File: src/rtl/core/mme_pkg.sv
package mme_pkg;

   localparam int MAX_DIM_DEF    = 8;
   localparam int DATA_WIDTH_DEF = 16;

   // fixed field widths
   localparam int ACC_W      = 35;
   localparam int CSR_W      = 4;
   localparam int CSR_IDX_W  = 2;
   localparam int FUNC_W     = 2;
   localparam int POS_W      = 3;
   localparam int IDX_EXT_W  = 4;   // holds any index up to 15
   localparam int DIM_EXT_W  = 5;   // holds any dimension up to 16

   localparam logic [CSR_W-1:0] DIM_RESET = CSR_W'(8);

   typedef enum logic [FUNC_W-1:0] {
      FUNC_WRITE_A = 2'd0,
      FUNC_WRITE_B = 2'd1,
      FUNC_RUN     = 2'd2,
      FUNC_NONE    = 2'd3
   } func_type;

   typedef enum logic [CSR_IDX_W-1:0] {
      REG_A_ROWS    = 2'd0,
      REG_INNER_LEN = 2'd1,
      REG_B_COLS    = 2'd2,
      REG_NONE      = 2'd3
   } reg_index_type;

   // one output element travelling down the cell chain
   typedef struct packed {
      logic                 valid;
      logic                 last;
      logic [IDX_EXT_W-1:0] row;
      logic [IDX_EXT_W-1:0] col;
   } token_type;

   // store write control for one cell
   typedef struct packed {
      logic                 a_en;
      logic                 b_en;
      logic [IDX_EXT_W-1:0] a_addr;
      logic [IDX_EXT_W-1:0] b_addr;
   } cell_wr_type;

   // dimension register saturated to the array size
   function automatic logic [DIM_EXT_W-1:0] eff_dim(input logic [CSR_W-1:0] r, input int max_dim);
      logic [DIM_EXT_W-1:0] v;
      logic [DIM_EXT_W-1:0] lim;
      v   = DIM_EXT_W'(r);
      lim = DIM_EXT_W'(max_dim);
      return (v > lim) ? lim : v;
   endfunction

endpackage

File: src/rtl/core/mme_cell.sv
module mme_cell #(
   parameter int MAX_DIM    = mme_pkg::MAX_DIM_DEF,
   parameter int DATA_WIDTH = mme_pkg::DATA_WIDTH_DEF
) (
   input  logic                              clock,
   input  logic                              reset,
   input  logic                              adv,
   input  logic                              active,
   input  mme_pkg::cell_wr_type              wr,
   input  logic signed [DATA_WIDTH-1:0]      wr_data,
   input  mme_pkg::token_type                tok_in,
   input  logic [mme_pkg::ACC_W-1:0]         sum_in,
   output mme_pkg::token_type                tok_out,
   output logic [mme_pkg::ACC_W-1:0]         sum_out
);

   localparam int IDXW = $clog2(MAX_DIM);
   localparam int PW   = 2 * DATA_WIDTH;
   localparam int AW   = mme_pkg::ACC_W;

   // a_ff holds one column of A, b_ff one row of B
   logic signed [DATA_WIDTH-1:0] a_ff [MAX_DIM];
   logic signed [DATA_WIDTH-1:0] b_ff [MAX_DIM];

   mme_pkg::token_type tok_ff;
   logic [AW-1:0]      sum_ff;
   logic [AW-1:0]      sum_in_nxt;

   logic signed [DATA_WIDTH-1:0] a_rd;
   logic signed [DATA_WIDTH-1:0] b_rd;
   logic signed [PW-1:0]         prod;
   logic [PW+AW-1:0]             prod_ext;

   assign a_rd     = a_ff[tok_in.row[IDXW-1:0]];
   assign b_rd     = b_ff[tok_in.col[IDXW-1:0]];
   assign prod     = a_rd * b_rd;
   assign prod_ext = {{AW{prod[PW-1]}}, prod};

   // modulo 2^35 accumulate
   assign sum_in_nxt = active ? (sum_in + prod_ext[AW-1:0]) : sum_in;

   always_ff @(posedge clock) begin
      if (wr.a_en) begin
         a_ff[wr.a_addr[IDXW-1:0]] <= wr_data;
      end
      if (wr.b_en) begin
         b_ff[wr.b_addr[IDXW-1:0]] <= wr_data;
      end
   end

   always_ff @(posedge clock) begin
      if (reset) begin
         tok_ff <= '0;
      end else if (adv) begin
         tok_ff <= tok_in;
      end
   end

   always_ff @(posedge clock) begin
      if (adv) begin
         sum_ff <= sum_in_nxt;
      end
   end

   assign tok_out = tok_ff;
   assign sum_out = sum_ff;

endmodule

File: config.mk
export PLATFORM = sky130hd
export DESIGN_NAME = mme_cell
export DESIGN_NICKNAME = d
export VERILOG_FILES = /design/src/rtl/core/mme_pkg.sv /design/src/rtl/core/mme_cell.sv
export SDC_FILE = /design/constraint.sdc
export NUM_CORES = 1
export LEC_CHECK = 0
export BUFFER_PORTS_ARGS = -buffer_cell sky130_fd_sc_hd__buf_2
export CAP_MARGIN = 20
export CORE_MARGIN = 4
export CORE_UTILIZATION = 55
export DETAILED_ROUTE_END_ITERATION = 16
export GPL_ROUTABILITY_DRIVEN = 0
export GPL_TIMING_DRIVEN = 0
export PLACE_DENSITY_LB_ADDON = 0.25
export SYNTH_ARGS = -nofsm -noshare
export SYNTH_HDL_FRONTEND = slang
export SYNTH_SLANG_ARGS = --single-unit
File: constraint.sdc
create_clock -name clock -period 26.5 [get_ports clock]
set_input_delay 1.325 -clock clock [delete_from_list [all_inputs] [get_ports clock]]
set_output_delay 1.325 -clock clock [all_outputs]
set_load 0.01 [all_outputs]
Word-level counts from Yosys, hierarchy flattened
Memory sizes are Yosys's and may differ from the RTL's.
Index checks and enable logic that the tools add are counted.
W data, S select, Z words.
{ "word_totals": {"ff_bits": 45, "latchBits": 0, "ram_bits": 256, "rom_bits": 0, "input_bits": 75, "output_inout_bits": 45, "n_memories": 2} }
{ "op_classes": {"n_addsub": 1, "mul": 1, "div_mod_pow": 0, "n_lt_le_gt_ge": 0, "n_eq_ne": 0, "shifts": 0, "n_mux": 5, "n_bitwise": 0, "n_reduce_logical": 0} }
{ "memory_table": {"columns": ["memory", "depth", "width", "rd", "rd_ports_with_merged_regs", "write_ports", "line_no", "rtl"], "rows": [
  ["a_ff", 8, 16, 1, 0, 1, "mme_cell.sv:22", "logic signed [DATA_WIDTH-1:0] a_ff [MAX_DIM];"],
  ["b_ff", 8, 16, 1, 0, 1, "mme_cell.sv:23", "logic signed [DATA_WIDTH-1:0] b_ff [MAX_DIM];"]
]} }
{ "ops": {"columns": ["op", "count"], "rows": [
  ["$add A35 B35 Y35", 1],
  ["$mux W35", 1],
  ["$mul A16 B16 Y32", 1],
  ["$mux W1", 4]
]} }

Depth between registers and ports, before layout
Gate-level depths: netlist (run 1).
An unclocked memory read counts as a cell.
{ "depth": {"ltp_word": 4, "depth_mapped": 41} }

Least setup slack after synthesis (run 1)
No wires, ideal clock.
{ "synth_path": {"path_kind": "input to register", "from": "input port tok_in[0] (netlist name)", "to": "register sum_ff[34], in the netlist sum_out[34] (data pin)", "arrival_time_ns": 10.522, "required_time_ns": 26.242, "path_slack_ns": 15.720, "stages": 35, "cell_sequence": "clkbuf_1 buf_1 mux4_2 mux2i_1 clkbuf_1 nor2_1 fa_1 inv_1 fa_1 fa_1 fa_1 inv_1 fa_1 inv_1 fa_1 inv_1 ha_1 nor2b_1 a2111oi_0 a21oi_1 a221o_1 a41oi_1 nand2b_1 a21oi_1 xnor2_1 ha_1 a2111oi_0 o31ai_1 o22a_1 o41ai_2 o31ai_1 o41ai_2 xnor2_1 nand2_1 xnor2_1"} }
{ "synth_between": {"elab_chain_len": 4} }
{ "synth_rtl": {"columns": ["item", "line_no", "rtl"], "rows": [
  ["start, declared", "mme_cell.sv:11", "input mme_pkg::token_type tok_in,"],
  ["$mem_v2 Z8 W16", null, null],
  ["$mul A16 B16 Y32", "mme_cell.sv:36", "assign prod = a_rd * b_rd;"],
  ["$add A35 B35 Y35", "mme_cell.sv:40", "assign sum_in_nxt = active ? (sum_in + prod_ext[AW-1:0]) : sum_in;"],
  ["$mux W35", "mme_cell.sv:40", null],
  ["named net sum_in_nxt[34]", "mme_cell.sv:27", "logic [AW-1:0] sum_in_nxt;"],
  ["end signal, assigned", "mme_cell.sv:61", "sum_ff <= sum_in_nxt;"],
  ["end, declared", "mme_cell.sv:26", "logic [AW-1:0] sum_ff;"]
]} }
The timed path passes the listed nets, and every way through them passes these cells.
A chain may end at the register's enable or synchronous reset.

Final worst setup path (run 1)
Ends and elaborated chain as after synthesis.

==> flow_summary.yaml, run 1 <==
layout:
  final_nets: 2442
  syn_to_final_growth_pct: 11.2
  drive_above_1_share: 0.163
  n_antenna_cell: 0
clocking:
  cts_buffer_depth: 3
  cts_buffers: 31
  htreeDepth: 1
  clock-sinks: 301
  post-cts-setup-buffers: 0
  cts_tree: "built"
  post_cts_resized: 0
  hold_buffers: 0
  root_buffer: "clkbuf_16"
  clock_latency_ps: 590
  clk_pin_slew_ps: 60
route:
  wl_per_cell_um: 20.4
  dr.pass1.iters: 6
  via_per_inst: 5.62
  vias: 14300
  drt_iter0_drc: 1302
  drc: 0
  routed_wl_um: 51900
  ant_nets: 0
worst_setup_path:
  cp.arrival_ps: 12690
  path_common_cell: "fa_1"
  required_ps: 26840
  r2r_setup_slack_ps: 15670
  startpoint_type: "input pin"
  crit_family: "adder cells"
  crit_buf_inv: 7
  critPathCaptureType: "flop"
  crit_path_max_fanout: 10
  path_class: "input pin to flop"
  cp_slowest_cell: "mux2i_1"
  max_stage_delay_ps: 830
global_routing:
  grt_antenna_before_repair: 0
  overflow: 0
  grt_max_degree: 37
  grt_pass1_vias: 15300
  grt_pass1_wl_um: 83400
  globalRouteTotalUtil: 0.240
synthesis:
  yosysSeqAreaShare: 0.391
  synth_cells: 1821
  synth_cell_types: 66
  ys.flop_type: "edfxtp_1"
  ys_warn_count: 0
  avgSynthCellArea_um2: 12.6
  netlist_area_mm2: 0.0229
  ys_seq_elements: 301
  synth-edff-count: 291
  syn_nets: 2280
  ys_async_sr_fraction: 0
place:
  dp_hpwl_um: 39600
  port_buffers: 111
die:
  rows: 74
  coreArea_mm2: 0.0409
  fp.dieH_um: 212
  io_pins: 120
  dieArea_mm2: 0.0449
  initial_core_util: 0.558
  die_x_um: 212
timing:
  slew_violations: 0
  fin_skew_ps: 14.9
  fmax_mhz: 81.0
  post-route-period-util: 0.466
  relSlewSlack: 0.249
  period_needed_ps: 12350
  finalHoldViolCount: 0
  rsz0062_at_grt: "false"
  setup_violations: 0
  fin_tns_setup_ps: 0
  worst_pin_slew_ps: 1090
run:
  maxCapViolCount: 0
worst_hold_path:
  hp-class: "flop to flop"
run_status:
  status: "complete, no violations"
## cell type report
type	count	area, um^2
Buffer	44	168
Sequential cell	301	8940
Inverter	316	1190
Clock buffer	45	858
Tap cell	532	666
Timing Repair Buffer	129	817
Multi-Input combinational cell	1160	12600
Clock inverter	11	170
Fill cell	3084	15500
## Yosys cell counts (all sizes together) (8+ instances only)
cell	number	share of area
and2	8	0.0022
mux2	53	0.026
xnor2	46	0.018
nor3	9	0.0020
nand2b	24	0.0066
nand2	145	0.024
edfxtp	291	0.38
a21o	23	0.0076
a21oi	46	0.010
mux2i	38	0.017
inv	316	0.052
buf	12	0.0021
xor2	20	0.0077
clkbuf	32	0.0053
a31oi	8	0.0022
o21ai	22	0.0050
mux4	64	0.063
nor2	176	0.029
dfxtp	10	0.0088
o21a	8	0.0026
ha	121	0.066
fa	263	0.23
## worst register-to-register path: cells and delay by family, from the launching register on
| family | cells | cell delay, ps |
|---|---|---|
| muxes | 2 | 1320 |
| adders and majority gates | 8 | 3620 |
| AOI/OAI and AO/OA | 11 | 3560 |
| and+or+nand+nor | 4 | 520 |
| xor gates and xnor gates | 3 | 460 |
| buffers and inverters | 5 | 720 |
| DFF | 1 | 360 |
## logic make-up (layout without fill, tap and decap cells)
group,Yosys count,count (layout),share of synthesized area
AND/OR/NAND/NOR,400,400,0.0748
adder cells (fa/ha/maj),384,384,0.297
buffers and inverters,360,545,0.0592
flip-flops,301,301,0.391
AO/OA/AOI/OAI,155,155,0.0470
multiplexers,155,155,0.106
XOR/XNOR,66,66,0.0253
## through the flow
step	setup WS, ps	utilization	std cells	hold slack (ps)	instance area, um^2
after floorplan	15720	-	1821	532	22900
after global placement	13610	0.588	2464	470	24100
after detailed placement	13630	0.596	2481	475	24400
after CTS	14170	0.621	2537	492	25400
after global routing	13490	0.621	2538	533	25400
final	14150	0.621	2538	486	25400
## flip-flops by register name, indices dropped and copies added (netlist names)
name / count
sum_out: 35
a_ff: 128
b_ff: 128
tok_out: 10
## routing by layer
layer  vias to the layer above  wire length [um]  global-route usage
li1                       6461                 -                   -
met1                      7154             20500               0.318
met2                       562             25700               0.412
met3                        96              4100              0.0451
met4                         0              1620              0.0662
met5                         -                 0                   0
## layout by cell type (no fill, tap or decap), drive strengths merged, types with 6 or more instances in the layout
cell type	netlist	routed
xnor2	46	46
ha	121	121
nor2	176	176
or2	7	7
mux2i	38	38
a211o	6	6
mux2	53	53
nand2	145	145
clkbuf	32	77
xor2	20	20
a21o	23	23
o21ai	22	22
a21oi	46	46
inv	316	317
nand2b	24	24
fa	263	263
a31oi	8	8
nor3	9	9
edfxtp	291	291
mux4	64	64
buf	12	141
and3	7	7
o21a	8	8
dfxtp	10	10
nor2b	6	6
and2	8	8
## path summary, 6_finish.rpt
| check | start | endpoint | cells after the start |
|---|---|---|---|
| worst max-delay path | tok_in[0] | sum_out[34] | 35 |
| worst min-delay path | tok_out[0] | tok_out[0] | 2 |
| worst max register to register | b_ff[7][5] | sum_out[34] | 33 |
| worst min register to register | tok_out[0] | tok_out[0] | 2 |
Power of run 1 is not shown: default switching activity piles up to over one toggle a cycle in this logic, so the estimate is an artifact.
==> run 2, diff against run 1 <==
==> constraint.sdc (replaced) <==
create_clock -name clock -period 12 [get_ports clock]
set_input_delay 0.6 -clock clock [delete_from_list [all_inputs] [get_ports clock]]
set_output_delay 0.6 -clock clock [all_outputs]
set_load 0.01 [all_outputs]
==> flow_summary.yaml, run 2 (synthesized netlist as in run 1, its figures left out) <==
clocking:
  clock-sinks: 301
  cts_buffers: 31
  htreeDepth: 1
  clock_latency_ps: 590
  clk_pin_slew_ps: 60
  root_buffer: "clkbuf_16"
  cts_tree: "built"
  cts_buffer_depth: 3
route:
  routed_wl_um: 51900
  via_per_inst: 5.63
  vias: 14300
  drc: 0
  drt_iter0_drc: 1303
  dr.pass1.iters: 7
  wl_per_cell_um: 20.4
  ant_nets: 0
die:
  initial_core_util: 0.558
  io_pins: 120
  rows: 74
  coreArea_mm2: 0.0409
  dieArea_mm2: 0.0449
  fp.dieH_um: 212
  die_x_um: 212
global_routing:
  grt_pass1_vias: 15300
  grt_antenna_before_repair: 0
  grt_max_degree: 37
  grt_pass1_wl_um: 83400
  overflow: 0
  globalRouteTotalUtil: 0.240
layout:
  final_common_cell: "inv_1"
  mostFrequentLayoutCells: "316 x inv_1, 291 x edfxtp_1, 263 x fa_1, 164 x nor2_1, 145 x nand2_1"
  final_nets: 2442
  drive_above_1_share: 0.166
  n_antenna_cell: 0
  design_area_mm2: 0.0254
  syn_to_final_growth_pct: 11.3
timing:
  slew_violations: 0
  setup_violations: 0
  finalHoldViolCount: 0
  period_needed_ps: 11470
  fmax_mhz: 87.2
  relSlewSlack: 0.242
  rsz0062_at_grt: "false"
  worst_pin_slew_ps: 1110
  fin_skew_ps: 15.2
  post-route-period-util: 0.956
place:
  port_buffers: 111
  dp_hpwl_um: 39600
  place_area_mm2: 0.0244
worst_setup_path:
  path_common_cell: "fa_1"
  cp_slowest_cell: "mux2i_1"
  path_class: "input pin to flop"
  crit_path_max_fanout: 10
  critPathCaptureType: "flop"
  crit_buf_inv: 7
  cp.arrival_ps: 11810
  crit_family: "compound AO/OA/AOI/OAI gates"
  max_stage_delay_ps: 760
  required_ps: 12340
  startpoint_type: "input pin"
worst_hold_path:
  hp-class: "input pin to flop"
run:
  maxCapViolCount: 0
run_status:
  status: "complete, no violations"
[run 2: changes by cell type in the layout (fill, tap and decap cells not counted), sizes merged]
cell    delta
clkbuf     +2
buf        -2
[run 2: final timing paths]
| path | start | endpoint | slack (ps) | depth (start not counted) |
|---|---|---|---|---|
| max | tok_in[5] | sum_out[34] | 530 | 35 |
| min | tok_in[7] | tok_out[7] | 260 | 3 |
| max reg2reg | b_ff[6][13] | sum_out[34] | 1340 | 31 |
| min reg2reg | tok_out[0] | tok_out[0] | 490 | 2 |
[run 2: through the flow]
step / setup slack (ps) / hold WS, ps / instances / TNS (ps) / util
after floorplan: 1950 / 532 / 1821 / 0 / -
after global placement: -170 / 470 / 2464 / -170 / 0.588
after detailed placement: -147 / 475 / 2481 / -147 / 0.596
after CTS: 396 / 232 / 2537 / 0 / 0.621
after global routing: 1.55 / 242 / 2538 / 0 / 0.621
final: 532 / 259 / 2538 / 0 / 0.621
[run 2: area by class of cell]
cell class              count  area [um^2]
clock inverters            11          170
multi-input cells        1160        12600
flip-flops and latches    301         8940
clock buffers              45          858
repair buffers            129          817
inverters                 316         1190
fillers                  3082        15500
plain buffers              44          170
well taps                 532          666
[run 2: timing repair]
item                                    CTS  global route
endpoints found under the hold margin     0             0
gates resized for setup                   0             8
hold buffers                              0             0
buffers inserted                          0             0
endpoints found under the setup margin    0             2
[run 2: worst register-to-register path: cells and delay by family (launching register included)]
| kind | cells | cell delay (ps) |
|---|---|---|
| compound gates | 12 | 3660 |
| xor+xnor | 3 | 540 |
| fa+ha+maj | 8 | 3630 |
| buf+inv | 3 | 590 |
| flops | 1 | 390 |
| mux | 2 | 1250 |
| simple gates | 3 | 300 |
[run 2: layer usage]
layer,share of wire,GRT usage,vias up
met5,0,0,-
met4,0.029,0.0662,0
met3,0.074,0.0451,83
met2,0.50,0.412,544
met1,0.40,0.318,7185
li1,-,-,6465
Power of run 2 is left out for the same reason.
